**config.mk**
```make
export PLATFORM = sky130hd
export DESIGN_NAME = fifo_queue_with_cancel
export DESIGN_NICKNAME = d
export VERILOG_FILES = /design/src/fqc_pkg.sv /design/src/fqc_ram.sv /design/src/fqc_walk.sv /design/src/fifo_queue_with_cancel.sv
export SDC_FILE = /design/constraint.sdc
export NUM_CORES = 1
export LEC_CHECK = 0
export BUFFER_PORTS_ARGS = -buffer_cell sky130_fd_sc_hd__buf_2
export CAP_MARGIN = 15
export CORE_MARGIN = 1
export CORE_UTILIZATION = 45
export DETAILED_ROUTE_END_ITERATION = 10
export PLACE_DENSITY = 0.68
export SETUP_SLACK_MARGIN = 0.4
export SYNTH_ARGS = -nofsm -noshare
export SYNTH_HDL_FRONTEND = slang
export SYNTH_HIERARCHICAL = 1
export SYNTH_SLANG_ARGS = --single-unit
export TNS_END_PERCENT = 20
```
**constraint.sdc**
```tcl
create_clock -name clk -period 7.8 [get_ports clk]
set_clock_uncertainty 0.2 [all_clocks]
set_input_delay 0.39 -clock clk [delete_from_list [all_inputs] [get_ports clk]]
set_output_delay 0.39 -clock clk [all_outputs]
set_load 0.02 [all_outputs]
```
**src/fqc_pkg.sv**
```systemverilog
`timescale 1ns / 1ps

package fqc_pkg;

  // default queue depth
  localparam int DEPTH_DEF = 16;

  // field widths
  localparam int CMD_W       = 3;
  localparam int DATA_W      = 32;
  localparam int ST_W        = 2;
  localparam int OCC_W       = 5;
  localparam int IN_TDATA_W  = 40;
  localparam int OUT_TDATA_W = 40;

  // command codes
  localparam logic [CMD_W-1:0] CMD_ENQ    = 3'd0;
  localparam logic [CMD_W-1:0] CMD_DEQ    = 3'd1;
  localparam logic [CMD_W-1:0] CMD_HEAD   = 3'd2;
  localparam logic [CMD_W-1:0] CMD_LIST   = 3'd3;
  localparam logic [CMD_W-1:0] CMD_CANCEL = 3'd4;

  // status codes
  localparam logic [ST_W-1:0] ST_OK       = 2'd0;
  localparam logic [ST_W-1:0] ST_EMPTY    = 2'd1;
  localparam logic [ST_W-1:0] ST_FULL     = 2'd2;
  localparam logic [ST_W-1:0] ST_NOTFOUND = 2'd3;

  // sequencer to walk unit
  typedef struct packed {
    logic start;    // load pointers from head and count
    logic rd_step;  // issue one read and advance
    logic cancel;   // compare read data and compact survivors
  } walk_ctl_t;

endpackage

```
**src/fqc_ram.sv**
```systemverilog
`timescale 1ns / 1ps

module fqc_ram #(
  parameter int DEPTH = fqc_pkg::DEPTH_DEF
) (
  input  logic                                clk,
  input  logic                                we,
  input  logic [$clog2(DEPTH)-1:0]            waddr,
  input  logic [fqc_pkg::DATA_W-1:0]          wdata,
  input  logic                                re,
  input  logic [$clog2(DEPTH)-1:0]            raddr,
  output logic [fqc_pkg::DATA_W-1:0]          rdata
);
  import fqc_pkg::*;

  logic [DATA_W-1:0] mem [DEPTH];

  always_ff @(posedge clk) begin
    if (we) begin
      mem[waddr] <= wdata;
    end
    if (re) begin
      rdata <= mem[raddr];
    end
  end

endmodule

```
**src/fqc_walk.sv**
```systemverilog
`timescale 1ns / 1ps

module fqc_walk #(
  parameter int DEPTH = fqc_pkg::DEPTH_DEF
) (
  input  logic                             clk,
  input  logic                             rst,
  input  fqc_pkg::walk_ctl_t               ctl,
  input  logic [$clog2(DEPTH)-1:0]         head,
  input  logic [$clog2(DEPTH+1)-1:0]       count,
  input  logic [fqc_pkg::DATA_W-1:0]       value,
  input  logic [fqc_pkg::DATA_W-1:0]       rd_data,
  output logic [$clog2(DEPTH)-1:0]         rd_addr,
  output logic [$clog2(DEPTH+1)-1:0]       rd_left,
  output logic                             cmp_pend,
  output logic                             wr_en,
  output logic [$clog2(DEPTH)-1:0]         wr_addr,
  output logic [fqc_pkg::DATA_W-1:0]       wr_data,
  output logic [$clog2(DEPTH+1)-1:0]       kept
);
  import fqc_pkg::*;

  localparam int AW = $clog2(DEPTH);

  logic [AW-1:0] rd_ptr;
  logic [AW-1:0] wr_ptr;

  // survivor: compared entry differs from the cancel value
  assign wr_en   = cmp_pend && (rd_data != value);
  assign wr_addr = wr_ptr;
  assign wr_data = rd_data;
  assign rd_addr = rd_ptr;

  always_ff @(posedge clk) begin
    if (rst) begin
      rd_ptr   <= '0;
      wr_ptr   <= '0;
      rd_left  <= '0;
      kept     <= '0;
      cmp_pend <= 1'b0;
    end else if (ctl.start) begin
      rd_ptr   <= head;
      wr_ptr   <= head;
      rd_left  <= count;
      kept     <= '0;
      cmp_pend <= 1'b0;
    end else begin
      if (ctl.rd_step) begin
        rd_ptr  <= (rd_ptr == AW'(DEPTH - 1)) ? '0 : rd_ptr + 1'b1;
        rd_left <= rd_left - 1'b1;
      end
      cmp_pend <= ctl.rd_step && ctl.cancel;
      if (wr_en) begin
        wr_ptr <= (wr_ptr == AW'(DEPTH - 1)) ? '0 : wr_ptr + 1'b1;
        kept   <= kept + 1'b1;
      end
    end
  end

endmodule

```
**src/fifo_queue_with_cancel.sv**
```systemverilog
`timescale 1ns / 1ps

// Bounded queue of signed 32-bit values held in a circular buffer in one
// dual-port ram (one write and one registered read per cycle). Each input
// beat carries a command: enqueue, dequeue, head, list or cancel-by-value.
// Enqueue, dequeue and head each return one beat; list of n entries
// emits one beat per entry with tlast on the tail entry; cancel walks
// the n entries in turn: the walk reads one entry per
// cycle through the single read port, compares it against the value and
// writes survivors back toward the head through the write port. The block
// takes one command at a time; the finished result sits in an output
// register, so the next command is accepted while it waits. Errors (empty,
// full, not found) come back as a single beat with the status in tuser.
// Command codes 5 to 7 are dropped with no result. Occupancy carries the
// low 5 bits of the entry count after the command.

module fifo_queue_with_cancel #(
  parameter int DEPTH = fqc_pkg::DEPTH_DEF
) (
  input  logic                               clk,
  input  logic                               rst,
  // slave side
  input  logic                               s_axis_tvalid,
  output logic                               s_axis_tready,
  input  logic [fqc_pkg::IN_TDATA_W-1:0]     s_axis_tdata,   // cmd[2:0], value[34:3], zero
  // master side
  output logic                               m_axis_tvalid,
  input  logic                               m_axis_tready,
  output logic [fqc_pkg::OUT_TDATA_W-1:0]    m_axis_tdata,   // data[31:0], occupancy[36:32], zero
  output logic                               m_axis_tlast,
  output logic [fqc_pkg::ST_W-1:0]           m_axis_tuser    // status[1:0]
);
  import fqc_pkg::*;

  localparam int AW = $clog2(DEPTH);
  localparam int CW = $clog2(DEPTH + 1);

  // sequencer states
  localparam logic [2:0] S_IDLE    = 3'd0;
  localparam logic [2:0] S_EXEC    = 3'd1;
  localparam logic [2:0] S_FETCH   = 3'd2;
  localparam logic [2:0] S_HEAD    = 3'd3;
  localparam logic [2:0] S_LSTREAM = 3'd4;
  localparam logic [2:0] S_CANCEL  = 3'd5;
  localparam logic [2:0] S_CRES    = 3'd6;

  function automatic logic [OCC_W-1:0] to_occ(input logic [CW-1:0] c);
    logic [CW+OCC_W-1:0] x;
    x = {{OCC_W{1'b0}}, c};
    return x[OCC_W-1:0];
  endfunction

  function automatic logic [DATA_W-1:0] to_data(input logic [CW-1:0] c);
    logic [CW+DATA_W-1:0] x;
    x = {{DATA_W{1'b0}}, c};
    return x[DATA_W-1:0];
  endfunction

  // input field split
  logic [CMD_W-1:0]  in_cmd;
  logic [DATA_W-1:0] in_value;
  assign in_cmd   = s_axis_tdata[CMD_W-1:0];
  assign in_value = s_axis_tdata[CMD_W+DATA_W-1:CMD_W];

  // control and queue state
  logic [2:0]        state, state_next;
  logic [CMD_W-1:0]  cmd_r;
  logic [DATA_W-1:0] value_r;
  logic [AW-1:0]     head, head_next;
  logic [AW-1:0]     tail, tail_next;
  logic [CW-1:0]     count, count_next;

  // output register
  logic [DATA_W-1:0] out_data;
  logic [OCC_W-1:0]  out_occ;
  logic              out_free;
  logic              emit;
  logic [DATA_W-1:0] emit_data;
  logic [ST_W-1:0]   emit_status;
  logic              emit_last;
  logic [OCC_W-1:0]  emit_occ;

  // ram and walk unit
  walk_ctl_t         wctl;
  logic              enq_we;
  logic              ram_we;
  logic [AW-1:0]     ram_waddr;
  logic [DATA_W-1:0] ram_wdata;
  logic [DATA_W-1:0] rd_data;
  logic [AW-1:0]     walk_rd_addr;
  logic [CW-1:0]     walk_rd_left;
  logic              walk_cmp_pend;
  logic              walk_wr_en;
  logic [AW-1:0]     walk_wr_addr;
  logic [DATA_W-1:0] walk_wr_data;
  logic [CW-1:0]     walk_kept;
  logic [CW-1:0]     removed;

  assign out_free      = !m_axis_tvalid || m_axis_tready;
  assign s_axis_tready = (state == S_IDLE);
  assign removed       = count - walk_kept;

  fqc_walk #(.DEPTH(DEPTH)) u_walk (
    .clk      (clk),
    .rst      (rst),
    .ctl      (wctl),
    .head     (head),
    .count    (count),
    .value    (value_r),
    .rd_data  (rd_data),
    .rd_addr  (walk_rd_addr),
    .rd_left  (walk_rd_left),
    .cmp_pend (walk_cmp_pend),
    .wr_en    (walk_wr_en),
    .wr_addr  (walk_wr_addr),
    .wr_data  (walk_wr_data),
    .kept     (walk_kept)
  );

  // the walk unit owns the write port during cancel, enqueue otherwise
  assign ram_we    = walk_wr_en || enq_we;
  assign ram_waddr = walk_wr_en ? walk_wr_addr : tail;
  assign ram_wdata = walk_wr_en ? walk_wr_data : value_r;

  fqc_ram #(.DEPTH(DEPTH)) u_ram (
    .clk   (clk),
    .we    (ram_we),
    .waddr (ram_waddr),
    .wdata (ram_wdata),
    .re    (wctl.rd_step),
    .raddr (walk_rd_addr),
    .rdata (rd_data)
  );

  always_comb begin
    state_next  = state;
    head_next   = head;
    tail_next   = tail;
    count_next  = count;
    wctl        = '0;
    enq_we      = 1'b0;
    emit        = 1'b0;
    emit_data   = '0;
    emit_status = ST_OK;
    emit_last   = 1'b1;
    emit_occ    = to_occ(count);

    case (state)
      S_IDLE: begin
        // unknown command codes are dropped without a result
        if (s_axis_tvalid && (in_cmd <= CMD_CANCEL)) begin
          state_next = S_EXEC;
        end
      end

      S_EXEC: begin
        if (cmd_r == CMD_ENQ) begin
          if (out_free) begin
            emit       = 1'b1;
            state_next = S_IDLE;
            if (count == CW'(DEPTH)) begin
              emit_status = ST_FULL;
            end else begin
              enq_we     = 1'b1;
              tail_next  = (tail == AW'(DEPTH - 1)) ? '0 : tail + 1'b1;
              count_next = count + 1'b1;
              emit_occ   = to_occ(count + 1'b1);
            end
          end
        end else if (count == '0) begin
          // every other command needs at least one entry
          if (out_free) begin
            emit        = 1'b1;
            emit_status = ST_EMPTY;
            state_next  = S_IDLE;
          end
        end else begin
          wctl.start = 1'b1;
          state_next = (cmd_r == CMD_CANCEL) ? S_CANCEL : S_FETCH;
        end
      end

      S_FETCH: begin
        // first read for dequeue, head and list
        wctl.rd_step = 1'b1;
        state_next   = (cmd_r == CMD_LIST) ? S_LSTREAM : S_HEAD;
      end

      S_HEAD: begin
        if (out_free) begin
          emit       = 1'b1;
          emit_data  = rd_data;
          state_next = S_IDLE;
          if (cmd_r == CMD_DEQ) begin
            head_next  = (head == AW'(DEPTH - 1)) ? '0 : head + 1'b1;
            count_next = count - 1'b1;
            emit_occ   = to_occ(count - 1'b1);
          end
        end
      end

      S_LSTREAM: begin
        // rd_data holds the current entry until it is emitted
        if (out_free) begin
          emit      = 1'b1;
          emit_data = rd_data;
          emit_last = (walk_rd_left == '0);
          if (walk_rd_left != '0) begin
            wctl.rd_step = 1'b1;
          end else begin
            state_next = S_IDLE;
          end
        end
      end

      S_CANCEL: begin
        wctl.cancel  = 1'b1;
        wctl.rd_step = (walk_rd_left != '0);
        if ((walk_rd_left == '0) && !walk_cmp_pend) begin
          state_next = S_CRES;
        end
      end

      S_CRES: begin
        if (out_free) begin
          emit       = 1'b1;
          emit_occ   = to_occ(walk_kept);
          count_next = walk_kept;
          tail_next  = walk_wr_addr;
          state_next = S_IDLE;
          if (removed == '0) begin
            emit_status = ST_NOTFOUND;
          end else begin
            emit_data = to_data(removed);
          end
        end
      end

      default: begin
        state_next = S_IDLE;
      end
    endcase
  end

  always_ff @(posedge clk) begin
    if (rst) begin
      state <= S_IDLE;
      head  <= '0;
      tail  <= '0;
      count <= '0;
    end else begin
      state <= state_next;
      head  <= head_next;
      tail  <= tail_next;
      count <= count_next;
    end
  end

  // command capture
  always_ff @(posedge clk) begin
    if (s_axis_tvalid && s_axis_tready) begin
      cmd_r   <= in_cmd;
      value_r <= in_value;
    end
  end

  // result beat register
  always_ff @(posedge clk) begin
    if (rst) begin
      m_axis_tvalid <= 1'b0;
    end else if (emit) begin
      m_axis_tvalid <= 1'b1;
    end else if (m_axis_tready) begin
      m_axis_tvalid <= 1'b0;
    end
  end

  always_ff @(posedge clk) begin
    if (emit) begin
      out_data     <= emit_data;
      out_occ      <= emit_occ;
      m_axis_tlast <= emit_last;
      m_axis_tuser <= emit_status;
    end
  end

  assign m_axis_tdata = {{(OUT_TDATA_W - DATA_W - OCC_W){1'b0}}, out_occ, out_data};

  // tail must always sit count entries past head
  logic [CW:0] tail_sum;
  logic [CW:0] tail_chk;
  assign tail_sum = (CW+1)'(head) + (CW+1)'(count);
  assign tail_chk = (tail_sum >= (CW+1)'(DEPTH)) ? tail_sum - (CW+1)'(DEPTH) : tail_sum;

  a_count_bound: assert property (@(posedge clk) disable iff (rst)
    count <= CW'(DEPTH))
    else $error("entry count above depth");

  a_tail_track: assert property (@(posedge clk) disable iff (rst)
    (state == S_IDLE) |-> (tail == AW'(tail_chk)))
    else $error("tail pointer out of step with head and count");

  a_walk_write: assert property (@(posedge clk) disable iff (rst)
    walk_wr_en |-> (state == S_CANCEL))
    else $error("compaction write outside cancel");

  a_error_single: assert property (@(posedge clk) disable iff (rst)
    (m_axis_tvalid && (m_axis_tuser != ST_OK)) |-> m_axis_tlast)
    else $error("error beat without tlast");

endmodule

```
[Word level (Yosys, flattened, before mapping)]
Memory sizes are Yosys's and may differ from the RTL's. A register that Yosys moved wholly into a read port is not among the register bits.
Cells that the tools add are included.
Storage, ports and cells
  register bits: 111
  bits in writable memories: 512
  bits of input ports: 44
  output and inout port bits: 45
  logic and storage cells: 142
  memories: 1
Memories
  u_ram.mem: words 16, width 32, read ports 1, clocked after Yosys merged registers in 1, wr ports 1, RTL line fqc_ram.sv:16  | logic [DATA_W-1:0] mem [DEPTH];
Operators by class
  add/sub/neg operators: 9
  order comparisons: 1
  eq/ne operators: 23
  muxes and demuxes: 65
  reductions and logical operators: 27
Operators with widths (count)
  32-bit two-way mux: 2
  32-bit one-hot mux with 2 select lines: 1
  4-bit two-way mux: 13
  5-bit two-way mux: 10
  32-bit inequality test: 1
  3-bit two-way mux: 9
  1-bit two-way mux: 19
  3-bit one-hot mux with 6 select lines: 1
  4-bit by 1-bit adder with 4-bit output (second input constant): 4
  4-bit == test (second input constant): 4
  5-bit zero test: 3
  5-bit one-hot mux with 3 select lines: 1
  2-bit inequality test (second input constant): 7
  3-bit == test (second input constant): 4
  5-bit by 1-bit adder with 5-bit output (second input constant): 2
  2-bit two-way mux: 5
  5-bit by 1-bit subtractor with 5-bit output (second input constant): 2
  3-bit by 2-bit == test with 1-bit output (second input constant): 3
  4-bit one-hot mux with 2 select lines: 1
  2-bit nonzero test: 4
  3-bit by 1-bit == test with 1-bit output (second input constant): 2
  3-bit zero test: 2
  2-bit OR reduction: 3
  5-bit == test (second input constant): 1
  15 further kinds: 21

[Logic depth before layout (Yosys ltp)]
Gate-level depths: netlist of run 1.
  depth after elaboration: 8
  mapped depth: 11
  gate-level depth less buffers: 9

[Hierarchy]
The synthesis of run 1 kept the hierarchy.
By module, submodules not included
  fqc_ram: times used 1, cells each 838, area each 20155.6 µm², seq. area each 16335.7 µm²
  fifo_queue_with_cancel: times used 1, cells each 384, area each 4584.4 µm², seq. area each 2592.5 µm²
  fqc_walk: times used 1, cells each 211, area each 1720.4 µm², seq. area each 380.4 µm²

[Worst setup path after synthesis of run 1]
No wires, ideal clock.
  kind: reg-to-reg
  start: register value_r[13]
  end: memory u_ram.mem[0][0] (enable)
  setup time: 0.461 ns
  arrival time: 4.735 ns
  required time: 7.139 ns
  slack: 2.404 ns
  stages on the path, launching flop included: 11
  path buffers: 3
  clock period less this slack: 5.396 ns
  cell sequence: edfxtp_1 xor2_1 nor4_2 and4_1 buf_6 a21boi_4 clkbuf_1 clkbuf_1 o21ai_0 or3b_2 nor3_1
On the way
  elaborated cells on any way between the ends: 6
  those cells by class: eq/ne: 1; mux: 3; reduce/logical: 2
RTL lines
  start: declaration: RTL line fifo_queue_with_cancel.sv:68  | logic [DATA_W-1:0] value_r;
  start signal: assignment: RTL line fifo_queue_with_cancel.sv:263  | value_r <= in_value;
  32-bit inequality test: RTL line fqc_walk.sv:29  | assign wr_en = cmp_pend && (rd_data != value);
  1-bit logical AND: RTL line fqc_walk.sv:29
  via walk_wr_en: RTL line fifo_queue_with_cancel.sv:93  | logic walk_wr_en;
  4-bit two-way mux: RTL line fifo_queue_with_cancel.sv:122  | assign ram_waddr = walk_wr_en ? walk_wr_addr : tail;
  via ram_waddr[2]: RTL line fifo_queue_with_cancel.sv:87  | logic [AW-1:0] ram_waddr;
  end: declaration: RTL line fqc_ram.sv:16
The timed path passes the listed nets, and every way through them passes these cells.

[Worst setup path after layout of run 1]
  start: register u_ram/rdata[9] (netlist bit) (read register of u_ram.mem)
  end: memory u_ram.mem[8][24] (enable)
On the way
  elaborated cells on any way between the ends: 6
  those cells by class: eq/ne: 1; mux: 3; reduce/logical: 2
RTL lines
  start: declaration: RTL line fqc_ram.sv:12  | output logic [fqc_pkg::DATA_W-1:0] rdata
  32-bit inequality test: RTL line fqc_walk.sv:29
  1-bit logical AND: RTL line fqc_walk.sv:29
  via walk_wr_en: RTL line fifo_queue_with_cancel.sv:93
  4-bit two-way mux: RTL line fifo_queue_with_cancel.sv:122
  via ram_waddr[2]: RTL line fifo_queue_with_cancel.sv:87
The timed path passes the listed nets, and every way through them passes these cells.

==> impl_metrics.tcl, run 1 <==
set metrics [dict create \
    area_growth_pct 14.0 \
    setup_ws_ns 2.54 \
    drc_errors 0 \
    yosysWarnings 6 \
    status "finished, final reports clean" \
    finalNonFillerCells 2360 \
    cts.reportedPaths.clkPinSlew_ns 0.06 \
    fin_crit_sh_pct 67.5 \
    synth_edf_count 619 \
    postLayoutCoreUtil_pct 52.1 \
    synth_area_um2 26500 \
    gp_congestion 0.852 \
    clockRootBuffer "clkbuf_16" \
    ys_seq_elements 655 \
    wl_um 60700 \
    groute.usage.overall_pct 20.6 \
    highest_layer "met4" \
    die_h_um 244 \
    hold_path.class "in2reg" \
    cts_buffers 68 \
    synthCells 1433 \
    r2r-start "u_ram/rdata[9]" \
    whs_ns 0.0493 \
    drt-met1-wl_um 25300 \
    critPathCapture "u_ram/mem[8][24]" \
    critical_path_arrival_ns 5.30 \
    fin_setup_tns_ns 0 \
    maxSlewViolCount 0 \
    grt_overflow_total 0 \
    ant_nets 0 \
    h-tree-depth 3 \
    finalPower_mw 7.24 \
    rrSetupSlack_ns 2.54 \
    rr_worst_depth 9 \
    io_buffer_count 80 \
    ys_types 78 \
    setup_viol 0 \
    fin_nets 1599 \
    clk_latency_ns 0.62 \
    r2r-end "u_ram/mem[8][24]" \
    cts.sinks 655 \
    ys_top_cells_by_area "edfxtp_1, mux4_2, dfxtp_1" \
    drt_iter0_drc 1429 \
    crit_fanout 25 \
    drive_above_1_share_pct 26.5 \
    synth_flop_cell "edfxtp_1" \
    hold_viol 0 \
    powerDensity_nw_per_um2 240 \
    async_flop_share_pct 0 \
    antenna_cells 0 \
    die_w_um 244 \
    drv_cap 0 \
    dp_hpwl_um 33700 \
    synthTopCellsByCount "edfxtp_1, mux4_2, nand2_1" \
    fmax_mhz 190 \
    initial_core_util_pct 45.7 \
    rsz0062_at_grt "no" \
    start_kind "register" \
    wl_met3_um 4830 \
    dr_total_vias 13800 \
    peakVddDrop_mv 0.174 \
    yosysTopAreaCellShare_pct 70.2 \
    yosysSeqAreaShare_pct 73.0 \
    crit_type "reg2reg" \
    endpoint_kind "register" \
    grt_pass1_wl_um 89200 \
    met2WireLength_um 28700 \
    final_area_um2 30200 \
    clockBufferDepth 3 \
    preCtsSetupSlack_ns 2.75 \
    layout_min_cycle_time_ns 5.26 \
    antenna_found_initial 0 \
    cts_tree "built" \
    pin_count 89 \
    yosys.area.top_type "edfxtp_1" \
    core-area_um2 57900 \
    placed_area_um2 27600 \
    syn_avg_cell_area_um2 18.5 \
    yosysMostFrequentCell "edfxtp_1" \
    cp-startpoint "u_ram/rdata[9]" \
    dieArea_um2 59800 \
    wl_per_cell_um 25.7 \
    drt-vias-per-instance 5.84 \
    grt_pass1_vias 13900 \
    worstMarginPinSlew_ns 1.12 \
    first_pass_iters 5 \
    rows 88 \
    required_ns 7.84 \
    dp.cells 2201 \
    relSlewSlack_pct 25.3 \
    power.leakage_nw 9.55 \
    grt_max_degree 87 \
]
## sequential cells by signal (all words and copies together), names as in the netlist, 5 cells and up
register,flops
count,5
u_ram/rdata,32
out_occ,5
u_walk/rd_left,5
u_walk/kept,5
out_data,32
value_r,32
u_ram/mem,512
## worst max-delay path: stages, from the launching register on
cell      delay, ns
edfxtp_1       0.43
xor2_1         0.20
nor4_1         0.81
and4_1         0.64
a21boi_4       0.33
nand2_1        0.14
o21ai_0        0.18
nand3b_1       0.46
nor3_2         0.81
buf_4          0.64
## cells in the final DEF (no fill, tap or decap), types with 6 or more instances in the layout
cell	n
and2_1	28
nor2_4	15
a21oi_1	30
clkinv_2	12
nand2b_1	8
xnor2_1	9
mux2i_1	9
inv_1	15
nor4_1	8
a22oi_1	65
nand3_1	14
xor2_1	34
a31oi_1	7
buf_2	80
clkbuf_1	12
dfxtp_1	34
dlygate4sd3_1	35
nand2_1	66
nor3_2	6
buf_4	29
mux4_2	128
mux2_2	36
nor3_1	14
ha_1	13
nand4_1	7
or3_1	8
clkinv_1	15
clkbuf_16	70
nand3b_1	8
nor2_1	38
edfxtp_1	619
o21ai_0	21
## where the power goes
| group | internal [mW] | switching, mW |
|---|---|---|
| Combinational | 0.0601 | 0.131 |
| Clock | 1.81 | 1.34 |
| Sequential | 3.88 | 0.0172 |
## routing by layer
layer  global-route usage (%)  vias up
met2                     32.6      561
met4                     7.13        0
met5                        0        -
met3                     5.09       93
met1                     28.0     7193
li1                         -     5947
## final cells by class
class                      count  area (µm²)
tap                          765         957
fill                        4605       27700
timing repair buffer         145         988
multi-input combinational    655        6660
clock buffer                  83        1810
clock inverter                41         382
inverter                      16        60.1
sequential                   655       19300
## worst min-delay path by stage
| stage | startpoint | to | slack [ns] | cells after the start |
|---|---|---|---|---|
| floorplan | u_walk/kept[4] | u_walk/kept[4] | 0.26 | 2 |
| global placement | u_walk/kept[2] | u_walk/kept[2] | 0.28 | 2 |
| detailed placement | u_walk/kept[4] | u_walk/kept[4] | 0.31 | 2 |
| CTS | s_axis_tvalid | state[1] | 0.02 | 4 |
| global route | s_axis_tvalid | cmd_r[1] | 0.04 | 2 |
| finish | s_axis_tvalid | state[1] | 0.05 | 4 |
## cell families (layout without fill, tap and decap cells)
family / after synthesis / in the layout / synth area share (%)
XOR/XNOR: 43 / 43 / 1.42
adder cells (fa/ha/maj): 14 / 14 / 0.690
AND/OR/NAND/NOR: 259 / 259 / 5.22
other: 1 / 3 / 0.0142
AO/OA/AOI/OAI: 162 / 162 / 4.31
flip-flops: 655 / 655 / 73.0
multiplexers: 174 / 174 / 12.8
buffers and inverters: 125 / 285 / 2.57
## repair_timing
item                      in CTS  in global routing
hold buffers                  35                  0
gates resized for setup        0                  0
hold endpoints to repair      35                  0
setup buffers                  0                  0
Power figures use the tool's default switching activity.
==> run 2: changes to the inputs <==
- clock period: 7.8 -> 4.9 ns (I/O delays scaled with it)
==> impl_metrics.tcl, run 2 (synthesis results as in run 1) <==
set metrics [dict create \
    path_cells "xor2_1, nor4_1, and4_1, a21boi_4, o21ai_0, nand3b_1, nor2_4, buf_12" \
    dp_hpwl_um 33600 \
    setup_ws_ns 0.620 \
    h-tree-depth 3 \
    cts_tree "built" \
    antenna_found_initial 0 \
    p_comb_share_pct 2.7 \
    clockBufferDepth 3 \
    io_buffer_count 80 \
    largest-register "u_ram/mem" \
    cts.sinks 655 \
    drt-vias-per-instance 5.87 \
    dp.cells 2213 \
    finalNonFillerCells 2372 \
    groute.usage.overall_pct 20.6 \
    die_w_um 244 \
    setup_viol 0 \
    drive_above_1_share_pct 26.7 \
    initial_core_util_pct 45.7 \
    final_common_cell "edfxtp_1" \
    clockRootBuffer "clkbuf_16" \
    cts_buffers 67 \
    pin_count 89 \
    grt_max_degree 73 \
    status "finished, final reports clean" \
    drv_cap 0 \
    path_buf_inv 1 \
    dieArea_um2 59800 \
    wl_per_cell_um 25.4 \
    gp_congestion 0.864 \
    intPower_mw 9.14 \
    fillCellCount 4589 \
    postLayoutCoreUtil_pct 52.6 \
    powerDensity_nw_per_um2 377 \
    first_pass_iters 5 \
    cp_top_family "simple AND/OR/NAND/NOR gates" \
    ant_nets 0 \
    preCtsSetupSlack_ns 0.707 \
    area_growth_pct 15.2 \
    seqPwrFrac_pct 54.1 \
    fmax_mhz 234 \
    fin_nets 1612 \
    grt_pass1_vias 14200 \
    peakVddDrop_mv 0.348 \
    fin_setup_tns_ns 0 \
    endpoint_kind "register" \
    layout_common_cells "edfxtp_1, mux4_2, buf_2" \
    rows 88 \
    dr_total_vias 13900 \
    hold_path.class "in2reg" \
    cts-resized-gates 0 \
    clk_latency_ns 0.60 \
    hold_viol 0 \
    slowest_delay_ns 0.72 \
    maxSlewViolCount 0 \
    crit_type "reg2reg" \
    fin_crit_sh_pct 87.4 \
    relSlewSlack_pct 24.2 \
    swShare_pct 20.3 \
    largest_register_ffs 512 \
    core-area_um2 57900 \
    grt_pass1_wl_um 90400 \
    critical_path_arrival_ns 4.36 \
    power.switching_mw 2.33 \
    start_kind "register" \
    cts.reportedPaths.clkPinSlew_ns 0.06 \
    die_h_um 244 \
    grt_overflow_total 0 \
    drt_iter0_drc 1108 \
    wl_um 60400 \
    crit_fanout 24 \
    layout_min_cycle_time_ns 4.28 \
    drc_errors 0 \
    critPathSlowestCell "nor4_1" \
    worstMarginPinSlew_ns 1.14 \
    rsz0062_at_grt "no" \
    required_ns 4.98 \
    power.leakage_nw 9.65 \
    clockPowerShare_pct 43.2 \
]
==> run 2: through the flow <==
stage	hold slack [ns]	instance area [µm²]	power, mW
2_1_floorplan	0.144	26500	6.49
3_3_place_gp	0.223	27900	6.61
3_5_place_dp	0.223	28000	6.62
4_1_cts	0.0583	30500	11.6
5_1_grt	0.104	30500	11.8
6_report	0.116	30500	11.5
==> run 2: tightest hold or removal path, delay by kind of cell <==
kind,cells,cell delay (ns)
simple gates,1,0.39
compound gates,1,0.11
buf+inv,1,0.09
==> run 2: area by class of cell <==
cell class / count / area (µm²) / area share (%)
clock inverters: 38 / 354 / 1.16
diodes: 2 / 5.00 / 0.0164
inverters: 16 / 60.1 / 0.197
flip-flops and latches: 655 / 19300 / 63.4
well taps: 765 / 957 / 3.14
multi-input cells: 655 / 6670 / 21.9
repair buffers: 159 / 1330 / 4.37
clock buffers: 82 / 1780 / 5.83
==> run 2: repair_timing <==
action / CTS / global route
hold endpoints to repair: 56 / 0
buffers inserted: 0 / 0
hold buffers: 37 / 0
setup endpoints to repair: 0 / 0
==> run 2: metal layers <==
metal | up-vias | routed length [µm] | GRT usage, %
li1 | 5980 | - | -
met1 | 7282 | 25500 | 28.6
met2 | 554 | 29400 | 33.6
met3 | 97 | 4200 | 3.83
met4 | 0 | 1280 | 5.53
met5 | - | 0 | 0
==> run 2: power groups by stage <==
| stage | clock [mW] | sequential [mW] | combinational [mW] |
|---|---|---|---|
| detailed placement | 0 | 6.33 | 0.293 |
| floorplan | 0 | 6.34 | 0.149 |
| CTS | 5.04 | 6.21 | 0.316 |
| global route | 5.23 | 6.21 | 0.337 |
| finish | 4.95 | 6.21 | 0.313 |
| global placement | 0 | 6.33 | 0.284 |
==> run 2: worst paths after layout <==
kind	cells past startpoint	startpoint	slack (ns)	end
setup / recovery	8	value_r[18]	0.62	u_ram/mem[5][29]
hold / removal	3	m_axis_tready	0.12	m_axis_tvalid
setup reg to reg	8	value_r[18]	0.62	u_ram/mem[5][29]
hold reg to reg	2	u_walk/kept[4]	0.32	u_walk/kept[4]
